===== config.mk =====
export PLATFORM = sky130hd
export DESIGN_NAME = timed_wait_queue
export DESIGN_NICKNAME = d
export VERILOG_FILES = /design/src/hw/rtl/twq_pkg.sv /design/src/hw/rtl/timed_wait_queue.sv
export VERILOG_INCLUDE_DIRS = /design/src /design/src/hw/rtl
export SDC_FILE = /design/constraint.sdc
export NUM_CORES = 1
export LEC_CHECK = 0
export BUFFER_PORTS_ARGS = -buffer_cell sky130_fd_sc_hd__clkbuf_2
export CELL_PAD_IN_SITES_DETAIL_PLACEMENT = 1
export CELL_PAD_IN_SITES_GLOBAL_PLACEMENT = 2
export CORE_MARGIN = 5
export CORE_UTILIZATION = 55
export CTS_BUF_LIST = sky130_fd_sc_hd__clkbuf_2 sky130_fd_sc_hd__clkbuf_4 sky130_fd_sc_hd__clkbuf_8
export DETAILED_ROUTE_END_ITERATION = 10
export PLACE_DENSITY_LB_ADDON = 0.1
export SLEW_MARGIN = 20
export SYNTH_ARGS = -nofsm -noshare
export SYNTH_HDL_FRONTEND = slang
export SYNTH_SLANG_ARGS = --single-unit

===== constraint.sdc =====
create_clock -name clock -period 9.4 [get_ports clock]
set_input_delay 1.41 -clock clock [delete_from_list [all_inputs] [get_ports clock]]
set_output_delay 1.41 -clock clock [all_outputs]
set_load 0.02 [all_outputs]

===== src/hw/rtl/timed_wait_queue_assert.svh =====
// Assertion macros for the timed wait queue.
// Included by the top level; needs nothing else.
`ifndef TIMED_WAIT_QUEUE_ASSERT_SVH
`define TIMED_WAIT_QUEUE_ASSERT_SVH

// Property that must hold in the same cycle as its trigger.
`define TWQ_ASSERT_NOW(label, clk, rst, ante, cons) \
   label: assert property (@(posedge clk) disable iff (rst) (ante) |-> (cons)) \
      else $error("timed_wait_queue assertion failed");

// Property that must hold in the cycle after its trigger.
`define TWQ_ASSERT_NEXT(label, clk, rst, ante, cons) \
   label: assert property (@(posedge clk) disable iff (rst) (ante) |=> (cons)) \
      else $error("timed_wait_queue assertion failed");

`endif


===== src/hw/rtl/twq_pkg.sv =====
// Constants and types for the timed wait queue.
// Used by timed_wait_queue; depends on nothing.
package twq_pkg;

   localparam int unsigned CAPACITY_DEF = 16;
   localparam int unsigned MAX_OUT      = 16;
   localparam int unsigned MAX_OUT_W    = $clog2(MAX_OUT + 1);
   localparam int unsigned ID_W         = 16;
   localparam int unsigned TMO_W        = 16;
   localparam logic [TMO_W-1:0] NO_TIMEOUT = 16'hFFFF;

   // request kinds
   localparam logic [2:0] KIND_APPEND  = 3'd0;
   localparam logic [2:0] KIND_TAKE    = 3'd1;
   localparam logic [2:0] KIND_REMOVE  = 3'd2;
   localparam logic [2:0] KIND_FIND    = 3'd3;
   localparam logic [2:0] KIND_REL_ALL = 3'd4;
   localparam logic [2:0] KIND_TICK    = 3'd5;

   // result kinds
   localparam logic [2:0] RES_DONE     = 3'd0;
   localparam logic [2:0] RES_RELEASED = 3'd1;
   localparam logic [2:0] RES_FOUND    = 3'd2;
   localparam logic [2:0] RES_MISSING  = 3'd3;
   localparam logic [2:0] RES_FULL     = 3'd4;

   typedef enum logic [3:0] {
      ST_IDLE = 4'b0001,
      ST_RD   = 4'b0010,
      ST_PROC = 4'b0100,
      ST_FIN  = 4'b1000
   } state_type;

endpackage


===== src/hw/rtl/timed_wait_queue.sv =====
// Timed wait queue: ordered list of blocked thread IDs with timeouts.
// Depends on twq_pkg and timed_wait_queue_assert.svh.
//
//   channel | ports                                   | direction
//   req     | req_valid/req_stall, kind, id, ticks    | in
//   rsp     | rsp_valid/rsp_stall, kind, id, flags    | out
//   csr     | csr_valid/csr_ready, csr_list_role      | in
//
// Append, and kinds with nothing to walk, go straight to the finish state
// and wait there for the output. Other kinds walk the list through the
// RAM read port, reading (ST_RD) and then processing (ST_PROC) each entry.
// A release waits in the walk while the previous one cannot leave the
// output register. Reset clears control only; the RAM is not cleared.
`include "timed_wait_queue_assert.svh"

module timed_wait_queue
   import twq_pkg::*;
#(
   parameter int unsigned CAPACITY = CAPACITY_DEF
) (
   input  logic              clock,
   input  logic              reset,
   input  logic              req_valid,
   output logic              req_stall,
   input  logic [2:0]        req_kind,
   input  logic [ID_W-1:0]   req_thread_id,
   input  logic [TMO_W-1:0]  req_wait_ticks,
   output logic              rsp_valid,
   input  logic              rsp_stall,
   output logic [2:0]        rsp_result_kind,
   output logic [ID_W-1:0]   rsp_thread_id_res,
   output logic              rsp_timed_out,
   output logic              rsp_semaphore_release,
   output logic              rsp_last,
   input  logic              csr_valid,
   output logic              csr_ready,
   input  logic              csr_list_role
);

   localparam int unsigned IDX_W = $clog2(CAPACITY);
   localparam int unsigned CNT_W = $clog2(CAPACITY + 1);

   // entry store: {id, timeout}
   logic [ID_W+TMO_W-1:0] mem [CAPACITY];
   logic                  mem_we;
   logic [IDX_W-1:0]      mem_wa;
   logic [ID_W+TMO_W-1:0] mem_wd;
   logic [ID_W+TMO_W-1:0] rd_data_ff;

   state_type            state_ff, state_in;
   logic [2:0]           kind_ff, kind_in;
   logic [ID_W-1:0]      id_ff, id_in;
   logic                 full_ff, full_in;
   logic [CNT_W-1:0]     count_ff, count_in;
   logic [CNT_W-1:0]     j_ff, j_in;
   logic [CNT_W-1:0]     wr_ff, wr_in;
   logic [MAX_OUT_W-1:0] n_ff, n_in;
   logic                 matched_ff, matched_in;
   logic                 pend_valid_ff, pend_valid_in;
   logic [ID_W-1:0]      pend_id_ff, pend_id_in;
   logic                 pend_tmo_ff, pend_tmo_in;
   logic                 pend_sem_ff, pend_sem_in;
   logic                 list_role_ff, list_role_in;

   logic                 rsp_valid_ff, rsp_valid_in;
   logic [2:0]           rsp_kind_ff, rsp_kind_in;
   logic [ID_W-1:0]      rsp_id_ff, rsp_id_in;
   logic                 rsp_tmo_ff, rsp_tmo_in;
   logic                 rsp_sem_ff, rsp_sem_in;
   logic                 rsp_last_ff, rsp_last_in;

   logic [ID_W-1:0]      rd_id;
   logic [TMO_W-1:0]     rd_tmo, tmo_dec;
   logic                 under_max, rel_hit, drop_hit, find_hit, keep;
   logic                 rsp_free, proc_hold, last_entry, accept, walk_kind;
   logic [CNT_W-1:0]     wr_next;

   assign req_stall = (state_ff != ST_IDLE);
   assign accept    = req_valid && !req_stall;
   assign csr_ready = 1'b1;

   assign rd_id   = rd_data_ff[ID_W+TMO_W-1:TMO_W];
   assign rd_tmo  = rd_data_ff[TMO_W-1:0];
   assign tmo_dec = (rd_tmo != NO_TIMEOUT && rd_tmo != '0) ? rd_tmo - TMO_W'(1) : rd_tmo;

   assign under_max  = n_ff < MAX_OUT_W'(MAX_OUT);
   assign rsp_free   = !rsp_valid_ff || !rsp_stall;
   assign last_entry = (j_ff + CNT_W'(1)) == count_ff;
   assign walk_kind  = (req_kind == KIND_TAKE) || (req_kind == KIND_REMOVE) ||
                       (req_kind == KIND_FIND) || (req_kind == KIND_REL_ALL) ||
                       (req_kind == KIND_TICK);

   // per-entry decision during the walk
   always_comb begin
      rel_hit  = 1'b0;
      drop_hit = 1'b0;
      find_hit = 1'b0;
      unique case (kind_ff)
         KIND_TAKE:    rel_hit  = (j_ff == '0);
         KIND_REL_ALL: rel_hit  = under_max;
         KIND_TICK:    rel_hit  = (tmo_dec == '0) && under_max;
         KIND_REMOVE:  drop_hit = !matched_ff && (rd_id == id_ff);
         KIND_FIND:    find_hit = !matched_ff && (rd_id == id_ff);
         default: ;
      endcase
   end

   assign keep      = !rel_hit && !drop_hit;
   assign wr_next   = wr_ff + CNT_W'(keep);
   assign proc_hold = rel_hit && pend_valid_ff && !rsp_free;

   always_comb begin
      state_in      = state_ff;
      kind_in       = kind_ff;
      id_in         = id_ff;
      full_in       = full_ff;
      count_in      = count_ff;
      j_in          = j_ff;
      wr_in         = wr_ff;
      n_in          = n_ff;
      matched_in    = matched_ff;
      pend_valid_in = pend_valid_ff;
      pend_id_in    = pend_id_ff;
      pend_tmo_in   = pend_tmo_ff;
      pend_sem_in   = pend_sem_ff;
      list_role_in  = (csr_valid && csr_ready) ? csr_list_role : list_role_ff;
      rsp_valid_in  = rsp_valid_ff && rsp_stall;
      rsp_kind_in   = rsp_kind_ff;
      rsp_id_in     = rsp_id_ff;
      rsp_tmo_in    = rsp_tmo_ff;
      rsp_sem_in    = rsp_sem_ff;
      rsp_last_in   = rsp_last_ff;
      mem_we        = 1'b0;
      mem_wa        = count_ff[IDX_W-1:0];
      mem_wd        = {req_thread_id, req_wait_ticks};

      unique case (state_ff)
         ST_IDLE: begin
            if (accept) begin
               kind_in       = req_kind;
               id_in         = req_thread_id;
               full_in       = 1'b0;
               j_in          = '0;
               wr_in         = '0;
               n_in          = '0;
               matched_in    = 1'b0;
               pend_valid_in = 1'b0;
               state_in      = ST_FIN;
               if (req_kind == KIND_APPEND) begin
                  if (count_ff < CNT_W'(CAPACITY)) begin
                     mem_we   = 1'b1;
                     count_in = count_ff + CNT_W'(1);
                  end else begin
                     full_in = 1'b1;
                  end
               end else if (walk_kind && count_ff != '0) begin
                  state_in = ST_RD;
               end
            end
         end
         ST_RD: begin
            state_in = ST_PROC;
         end
         ST_PROC: begin
            if (!proc_hold) begin
               if (rel_hit) begin
                  // previous release leaves; this one waits in case it is the final one
                  if (pend_valid_ff) begin
                     rsp_valid_in = 1'b1;
                     rsp_kind_in  = RES_RELEASED;
                     rsp_id_in    = pend_id_ff;
                     rsp_tmo_in   = pend_tmo_ff;
                     rsp_sem_in   = pend_sem_ff;
                     rsp_last_in  = 1'b0;
                  end
                  pend_valid_in = 1'b1;
                  pend_id_in    = rd_id;
                  pend_tmo_in   = (kind_ff == KIND_TICK);
                  pend_sem_in   = (kind_ff == KIND_REL_ALL) && list_role_ff;
                  n_in          = n_ff + MAX_OUT_W'(1);
               end
               if (keep) begin
                  mem_we = 1'b1;
                  mem_wa = wr_ff[IDX_W-1:0];
                  mem_wd = {rd_id, (kind_ff == KIND_TICK) ? tmo_dec : rd_tmo};
               end
               if (drop_hit || find_hit) begin
                  matched_in = 1'b1;
               end
               wr_in = wr_next;
               j_in  = j_ff + CNT_W'(1);
               if (last_entry) begin
                  count_in = wr_next;
                  state_in = ST_FIN;
               end else begin
                  state_in = ST_RD;
               end
            end
         end
         ST_FIN: begin
            if (rsp_free) begin
               rsp_valid_in  = 1'b1;
               rsp_last_in   = 1'b1;
               rsp_tmo_in    = 1'b0;
               rsp_sem_in    = 1'b0;
               rsp_id_in     = '0;
               pend_valid_in = 1'b0;
               state_in      = ST_IDLE;
               if (pend_valid_ff) begin
                  rsp_kind_in = RES_RELEASED;
                  rsp_id_in   = pend_id_ff;
                  rsp_tmo_in  = pend_tmo_ff;
                  rsp_sem_in  = pend_sem_ff;
               end else begin
                  unique case (kind_ff)
                     KIND_APPEND: begin
                        rsp_kind_in = full_ff ? RES_FULL : RES_DONE;
                        rsp_id_in   = full_ff ? '0 : id_ff;
                     end
                     KIND_TAKE: rsp_kind_in = RES_MISSING;
                     KIND_REMOVE: begin
                        rsp_kind_in = matched_ff ? RES_DONE : RES_MISSING;
                        rsp_id_in   = matched_ff ? id_ff : '0;
                     end
                     KIND_FIND: begin
                        rsp_kind_in = matched_ff ? RES_FOUND : RES_MISSING;
                        rsp_id_in   = matched_ff ? id_ff : '0;
                     end
                     default: rsp_kind_in = RES_DONE;
                  endcase
               end
            end
         end
         default: state_in = ST_IDLE;
      endcase
   end

   always_ff @(posedge clock) begin
      if (reset) begin
         state_ff      <= ST_IDLE;
         count_ff      <= '0;
         j_ff          <= '0;
         wr_ff         <= '0;
         n_ff          <= '0;
         matched_ff    <= 1'b0;
         full_ff       <= 1'b0;
         pend_valid_ff <= 1'b0;
         rsp_valid_ff  <= 1'b0;
         list_role_ff  <= 1'b0;
      end else begin
         state_ff      <= state_in;
         count_ff      <= count_in;
         j_ff          <= j_in;
         wr_ff         <= wr_in;
         n_ff          <= n_in;
         matched_ff    <= matched_in;
         full_ff       <= full_in;
         pend_valid_ff <= pend_valid_in;
         rsp_valid_ff  <= rsp_valid_in;
         list_role_ff  <= list_role_in;
      end
   end

   always_ff @(posedge clock) begin
      kind_ff     <= kind_in;
      id_ff       <= id_in;
      pend_id_ff  <= pend_id_in;
      pend_tmo_ff <= pend_tmo_in;
      pend_sem_ff <= pend_sem_in;
      rsp_kind_ff <= rsp_kind_in;
      rsp_id_ff   <= rsp_id_in;
      rsp_tmo_ff  <= rsp_tmo_in;
      rsp_sem_ff  <= rsp_sem_in;
      rsp_last_ff <= rsp_last_in;
   end

   // entry RAM with one write and one read port, registered read at the walk index
   always_ff @(posedge clock) begin
      if (mem_we) begin
         mem[mem_wa] <= mem_wd;
      end
      rd_data_ff <= mem[j_ff[IDX_W-1:0]];
   end

   assign rsp_valid             = rsp_valid_ff;
   assign rsp_result_kind       = rsp_kind_ff;
   assign rsp_thread_id_res     = rsp_id_ff;
   assign rsp_timed_out         = rsp_tmo_ff;
   assign rsp_semaphore_release = rsp_sem_ff;
   assign rsp_last              = rsp_last_ff;

   `TWQ_ASSERT_NOW(a_count_bound, clock, reset, 1'b1, count_ff <= CNT_W'(CAPACITY))
   `TWQ_ASSERT_NOW(a_rel_bound, clock, reset, 1'b1, n_ff <= MAX_OUT_W'(MAX_OUT))
   `TWQ_ASSERT_NOW(a_pend_in_walk, clock, reset, pend_valid_ff, state_ff != ST_IDLE)
   `TWQ_ASSERT_NEXT(a_walk_start, clock, reset, accept && walk_kind && count_ff != '0, state_ff == ST_RD)

endmodule


==> flow_metrics.tcl, run 1 <==
set metrics [dict create \
    place_inst 1901 \
    cts.path.max_buffers 3 \
    setup_slack_ns 4.329 \
    cts_buffers 98 \
    cts_root_buf "clkbuf_8" \
    grt_use_met3 0.04289 \
    hold_class "reg2reg" \
    synth_area_leaders "edfxtp_1 68%, mux4_2 14%, dfxtp_1 4.9%" \
    drv_cap 0 \
    slew_violations 0 \
    seq_area_frac_synth 0.7334 \
    cp_max_fo 22 \
    drive_above_1_share 0.3282 \
    grtUsageMet1 0.3349 \
    drtIter0Drc 1038 \
    synth_top_area_cell "edfxtp_1" \
    status "finished clean" \
    worst_clock_skew_ns 0.02246 \
    busiest_layer "met2" \
    dr_total_vias 12840 \
    rsz0062_at_grt "no" \
    cts_tree "done" \
    die-area_mm2 0.04990 \
    post_cts_buffers 0 \
    required_ns 9.71 \
    yosysMostFrequentCell "edfxtp_1" \
    worst_pin_slew_ns 1.065 \
    grt_pass1_wl_um 88950 \
    syn_area_mm2 0.02504 \
    tns_ns 0 \
    clock-sinks 632 \
    ys_warn_count 0 \
    nNetsFinal 1451 \
    fin_cells 2083 \
    ant_nets 0 \
    crit_path_end_kind "register" \
    antenna_found_initial 2 \
    powerDensity_mw_per_mm2 205.2 \
    finalWirelength_um 59120 \
    row_count 78 \
    cp_data_arrival_time_ns 5.39 \
    cts_hold_buffers 0 \
    finalSetupViolations 0 \
    die_y_um 223.4 \
    synth_edf_count 571 \
    grt_pass1_vias 13720 \
    peakVddDrop_mv 0.1501 \
    dr.pass1.iters 5 \
    grt_use_total 0.2407 \
    finalHoldViolations 0 \
    max_freq_ghz 0.1972 \
    netlist-cell-type-count 74 \
    dp_hpwl_um 34210 \
    leakagePower_nw 8.916 \
    ys_ff_latch 632 \
    period_needed_ns 5.071 \
    post-place-ws_ns 4.388 \
    clkLatencyLatePin_ns 0.68 \
    viasPerCell 6.163 \
    io_buffers 64 \
    die_x_um 223.4 \
    core_area_mm2 0.04519 \
    start_util 0.5542 \
    cp-start-kind "register" \
    path_clk_slew_ns 0.06 \
    synthTopCellsByCount "571 x edfxtp_1, 160 x mux4_2, 61 x dfxtp_1, 47 x nand2_1, 40 x clkbuf_1" \
    grt_util_met2 0.4044 \
    cts_resized 0 \
    maxSlewHeadroom 0.2897 \
    async_flop_share 0 \
    grt_start_max_net_pins 61 \
    dominantRegCellSynth "edfxtp_1" \
    gp_congestion 0.8092 \
    synthCells 1274 \
    drc 0 \
    crit_type "reg2reg" \
    period_share 0.5395 \
    area_growth_pct 12.73 \
    wl_per_cell_um 28.38 \
    io_pins 66 \
    post-synth-top-area-fraction 0.6847 \
    grt_overflow 0 \
    synth_nets 1324 \
    synth.avg_cell_area_um2 19.66 \
    htreeDepth 3 \
]
[final cells by class]
class	count	area [um^2]
Antenna cell	2	5.005
Clock buffer	150	1758
Clock inverter	30	183.9
Fill cell	3853	16960
Inverter	19	71.32
Multi-Input combinational cell	555	6531
Sequential cell	632	18380
Tap cell	600	750.7
Timing Repair Buffer	95	553.0
[metrics by stage]
stage               hold slack, ns  utilization  instance area (um^2)  power (mW)
finish                      0.4812       0.6248                 28230       5.794
global route                0.4961       0.6247                 28230       6.053
CTS                         0.4806       0.6243                 28210       5.854
floorplan                   0.4457            -                 25040       3.456
global placement            0.4637       0.5814                 26270       3.593
detailed placement          0.4671       0.5814                 26270       3.603
[flip-flops by register name (all words and copies together), names as in the netlist, 16 cells and up]
signal	flops
pend_id_ff	16
rd_data_ff	32
id_ff	16
mem	512
rsp_thread_id_res	16
[worst max-delay path, stage by stage, from the launching register on]
cell and delay [ns]:
dfxtp_1 0.42, nor3_2 0.40, nand4_1 0.37, or4_1 0.50
o2111ai_1 0.12, or4_1 0.41, a21o_1 0.48, nand2_1 0.53
buf_4 0.43, o21ai_4 0.49, buf_4 0.49
[cells in the final DEF, fill, tap and decap left out, types with 14 or more instances in the layout]
cell type  synthesis  routed
mux2_2            23      23
nand4_1           15      15
clkbuf_2           0      64
nor3_1            19      17
mux4_2           160     160
nand2_1           47      47
clkbuf_8           0     101
nand3_1           21      21
inv_1             18      18
a21oi_1           22      20
clkinv_1           1      14
dfxtp_1           61      57
o21ai_0           23      15
buf_4              2      31
clkbuf_4           0      49
xnor2_1           32      32
nor2_1            38      38
edfxtp_1         571     571
a22o_1            16      16
[routing by layer]
metal,up-vias,wire [um]
met3,91,2892
li1,5513,-
met5,-,0
met4,0,1151
met1,6868,24990
met2,366,30090
[path summary, 6_finish.rpt]
check        slack, ns      startpoint  cells past startpoint       endpoint
max reg2reg       4.33   rd_data_ff[2]                     10     mem[2][26]
min reg2reg       0.48  rd_data_ff[21]                      0  pend_id_ff[5]
min               0.48  rd_data_ff[21]                      0  pend_id_ff[5]
max               4.33   rd_data_ff[2]                     10     mem[2][26]
[cells by family after synthesis]
| kind of cell | share of synthesized area |
|---|---|
| DFF | 0.7334 |
| xor gates and xnor gates | 0.01399 |
| AOI/OAI and AO/OA | 0.03408 |
| other | 0.0001497 |
| adders and majority gates | 0.004497 |
| muxes | 0.1582 |
| and+or+nand+nor | 0.04107 |
| buffers and inverters | 0.01454 |
[power breakdown]
part           total [mW]  switching (mW)  leakage [nW]  internal [mW]
Sequential           3.20          0.0644          5.65           3.14
Combinational       0.342           0.230          2.22          0.112
Clock                2.25            1.03          1.04           1.22
Total                5.79            1.32          8.92           4.47
Note: power is estimated with default switching activity, not from simulation.
==> run 2, diff against run 1 <==
--- a/config.mk
+++ b/config.mk
@@ -6,11 +6,12 @@
 export SDC_FILE = /design/constraint.sdc
 export NUM_CORES = 1
 export LEC_CHECK = 0
+export ABC_AREA = 1
 export BUFFER_PORTS_ARGS = -buffer_cell sky130_fd_sc_hd__clkbuf_2
 export CELL_PAD_IN_SITES_DETAIL_PLACEMENT = 1
 export CELL_PAD_IN_SITES_GLOBAL_PLACEMENT = 2
 export CORE_MARGIN = 5
-export CORE_UTILIZATION = 55
+export CORE_UTILIZATION = 41
 export CTS_BUF_LIST = sky130_fd_sc_hd__clkbuf_2 sky130_fd_sc_hd__clkbuf_4 sky130_fd_sc_hd__clkbuf_8
 export DETAILED_ROUTE_END_ITERATION = 10
 export PLACE_DENSITY_LB_ADDON = 0.1
==> constraint.sdc (replaced) <==
create_clock -name clock -period 4.1 [get_ports clock]
set_input_delay 0.615 -clock clock [delete_from_list [all_inputs] [get_ports clock]]
set_output_delay 0.615 -clock clock [all_outputs]
set_load 0.02 [all_outputs]
==> run 2 against run 1 <==
Compared with the run above:
- global-route usage fell by 1.5 points
- clock skew rose by 0.031 ns
- register-to-register slack lost 4.0 ns
- final cell count increased by 55%
- non-clock buffer count up 34
- critical endpoint is now mem[5][23]
- hold slack got worse by 0.38 ns
==> flow_metrics.tcl, run 2 <==
set metrics [dict create \
    status "finished clean" \
    cts_root_buf "clkbuf_8" \
    cp_data_arrival_time_ns 4.12 \
    cts.path.max_buffers 3 \
    htreeDepth 3 \
    max_freq_ghz 0.2664 \
    die_x_um 261.8 \
    dr_total_vias 17900 \
    route.met2.wl_um 35580 \
    drc 0 \
    slew_violations 0 \
    place_area_mm2 0.02763 \
    cpPeakStageDelay_ns 0.45 \
    seq_area_frac_synth 0.7069 \
    yosys.area_share.simple 0.1297 \
    die-area_mm2 0.06851 \
    nNetsFinal 2345 \
    worst_pin_slew_ns 1.049 \
    dr.pass1.iters 5 \
    synth_edf_count 571 \
    period_needed_ns 3.753 \
    post-synth-top-area-fraction 0.6599 \
    drive_above_1_share 0.1581 \
    seq_power_share 0.515 \
    leakagePower_nw 10.28 \
    ant_nets 0 \
    slowest_stage "dfxtp_1" \
    io_pins 66 \
    path_clk_slew_ns 0.06 \
    cts_resized 0 \
    hold_depth 1 \
    syn_area_mm2 0.02598 \
    viasPerCell 5.537 \
    period_share 0.9154 \
    multi_input_area_mm2 0.006944 \
    drv_cap 0 \
    synthTopCellsByCount "571 x edfxtp_1, 359 x nor2_1, 303 x o21ai_0, 285 x nand2_1, 110 x clkbuf_1" \
    row_count 92 \
    start_util 0.4127 \
    grt_pass1_wl_um 116900 \
    maxSlewHeadroom 0.3006 \
    tns_ns 0 \
    peakVddDrop_mv 0.2687 \
    powerDensity_mw_per_mm2 482.0 \
    drtIter0Drc 1429 \
    grt_overflow 0 \
    ys_ff_latch 632 \
    post_cts_buffers 0 \
    ys_warn_count 0 \
    grt_start_max_net_pins 161 \
    register_area_mm2 0.01838 \
    yosysMostFrequentCell "edfxtp_1" \
    synth_area_leaders "edfxtp_1 66%, o21ai_0 5.8%, nor2_1 5.2%" \
    p_sw_frac 0.2630 \
    final_cell_mix "571 x edfxtp_1, 342 x nor2_1, 303 x o21ai_0" \
    die_y_um 261.8 \
    gp_congestion 0.8387 \
    wl_met3_um 3779 \
    synth-compound-area-share 0.1197 \
    grt_use_total 0.2258 \
    stdcell_area_mm2 0.02971 \
    antenna_found_initial 2 \
    worst_clock_skew_ns 0.05297 \
    cpMostUsedCell "nand2_1" \
    cp_cell_sequence "inv_1, ha_1, nand2_2, nor2_4, nand2_4, nand2_4, inv_4, nand2_1, nand3_1, nor2_1, nand3_1, nand2_1, nand2_1, nand4_4, o21ai_1, nand3_2, nor2_4, buf_4" \
    io_buffers 64 \
    largest_registers "mem x512, rd_data_ff x32" \
    place_inst 3034 \
    layout_commonest_cell "edfxtp_1" \
    dominantRegCellSynth "edfxtp_1" \
    synth_nets 2239 \
    finalSetupViolations 0 \
    p_int_mw 10.55 \
    highest_layer "met5" \
    crit_type "reg2reg" \
    grt_pass1_vias 18500 \
    fin_cells 3232 \
    cp_max_fo 16 \
    comb_power_share 0.099 \
    area_growth_pct 14.35 \
    netlist-cell-type-count 45 \
    hold_class "in2reg" \
    cp-start-kind "register" \
    p_sw_mw 3.767 \
    core_area_mm2 0.06297 \
    synth.avg_cell_area_um2 11.87 \
    synth_xor_area_frac 0.007752 \
    cts_hold_buffers 0 \
    cts_buffers 105 \
    finalHoldViolations 0 \
    met1_length_um 36460 \
    synth_top_family_by_area "simple AND/OR/NAND/NOR gates" \
    clockPowerShare 0.385 \
    nFillCells 6690 \
    clkLatencyLatePin_ns 0.73 \
    rsz0062_at_grt "no" \
    synth_top_area_cell "edfxtp_1" \
    synthMuxAreaShare 0 \
    finalWirelength_um 77810 \
    required_ns 4.47 \
    async_flop_share 0 \
    synth_adder_area_share 0.004334 \
    clock-sinks 632 \
    reg2reg_depth 18 \
    wl_per_cell_um 24.08 \
    largest_reg_flops 512 \
    crit_path_end_kind "register" \
    dp_hpwl_um 48810 \
    cts_tree "done" \
    synthCells 2189 \
    regMostFlops "mem" \
]
==> run 2: cell count changes after synthesis, sizes merged, moves of 37 or more <==
| cell | before | now |
|---|---|---|
| nand2 | 47 | 302 |
| o21ai | 23 | 305 |
| o22ai | 5 | 42 |
| mux4 | 160 | 0 |
| nor2 | 38 | 367 |
| inv | 18 | 76 |
| clkbuf | 40 | 110 |
| o221ai | 1 | 89 |
| nand3 | 21 | 103 |
==> run 2: final timing paths <==
check / start / end / slack (ns)
worst min-delay path: req_thread_id[0] / id_ff[0] / 0.1
worst min register to register: rd_data_ff[16] / pend_id_ff[0] / 0.44
worst max-delay path: rd_data_ff[0] / mem[5][23] / 0.35
worst max register to register: rd_data_ff[0] / mem[5][23] / 0.35
==> run 2: power by group through the flow <==
| stage | registers, mW | logic (mW) | clock network, mW |
|---|---|---|---|
| 2_1_floorplan | 7.50 | 0.854 | 0 |
| 3_3_place_gp | 7.51 | 1.42 | 0 |
| 3_5_place_dp | 7.51 | 1.44 | 0 |
| 4_1_cts | 7.38 | 1.45 | 5.65 |
| 5_1_grt | 7.39 | 1.59 | 5.97 |
| 6_report | 7.38 | 1.42 | 5.52 |
==> run 2: critical path: cells and delay by family (launching register included) <==
family,cells,cell delay (ns)
simple gates,13,1.61
fa+ha+maj,1,0.30
compound gates,1,0.45
flops,1,0.45
buf+inv,3,0.59
==> run 2: routing by layer <==
layer	GRT usage	up-vias
li1	-	8209
met1	0.3261	9114
met2	0.3569	445
met3	0.03613	127
met4	0.06453	2
met5	0	-
==> run 2: through the flow <==
step	utilization	power, mW	hold WS, ns	setup WS (ns)
after floorplan	-	8.354	0.4082	-0.4489
after global placement	0.4389	8.924	0.4223	0.4036
after detailed placement	0.4389	8.951	0.4264	0.2954
after CTS	0.4718	14.48	0.03085	0.2692
after global routing	0.4719	14.95	0.06233	0.006667
final	0.4719	14.32	0.09956	0.3467
==> run 2: layout make-up <==
cell class                      count  area share
Sequential cell                   632      0.6186
Multi-Input combinational cell   1350      0.2337
Clock buffer                      155     0.06148
Tap cell                          846     0.03562
Timing Repair Buffer              129     0.03225
Inverter                           77     0.01002
Clock inverter                     42    0.008295
Antenna cell                        1  0.00008421
==> run 2: logic make-up after synthesis <==
group,count (synthesis)
DFF,632
buffers and inverters,207
AOI/OAI and AO/OA,512
adders and majority gates,9
and+or+nand+nor,805
xor gates and xnor gates,23
other,1
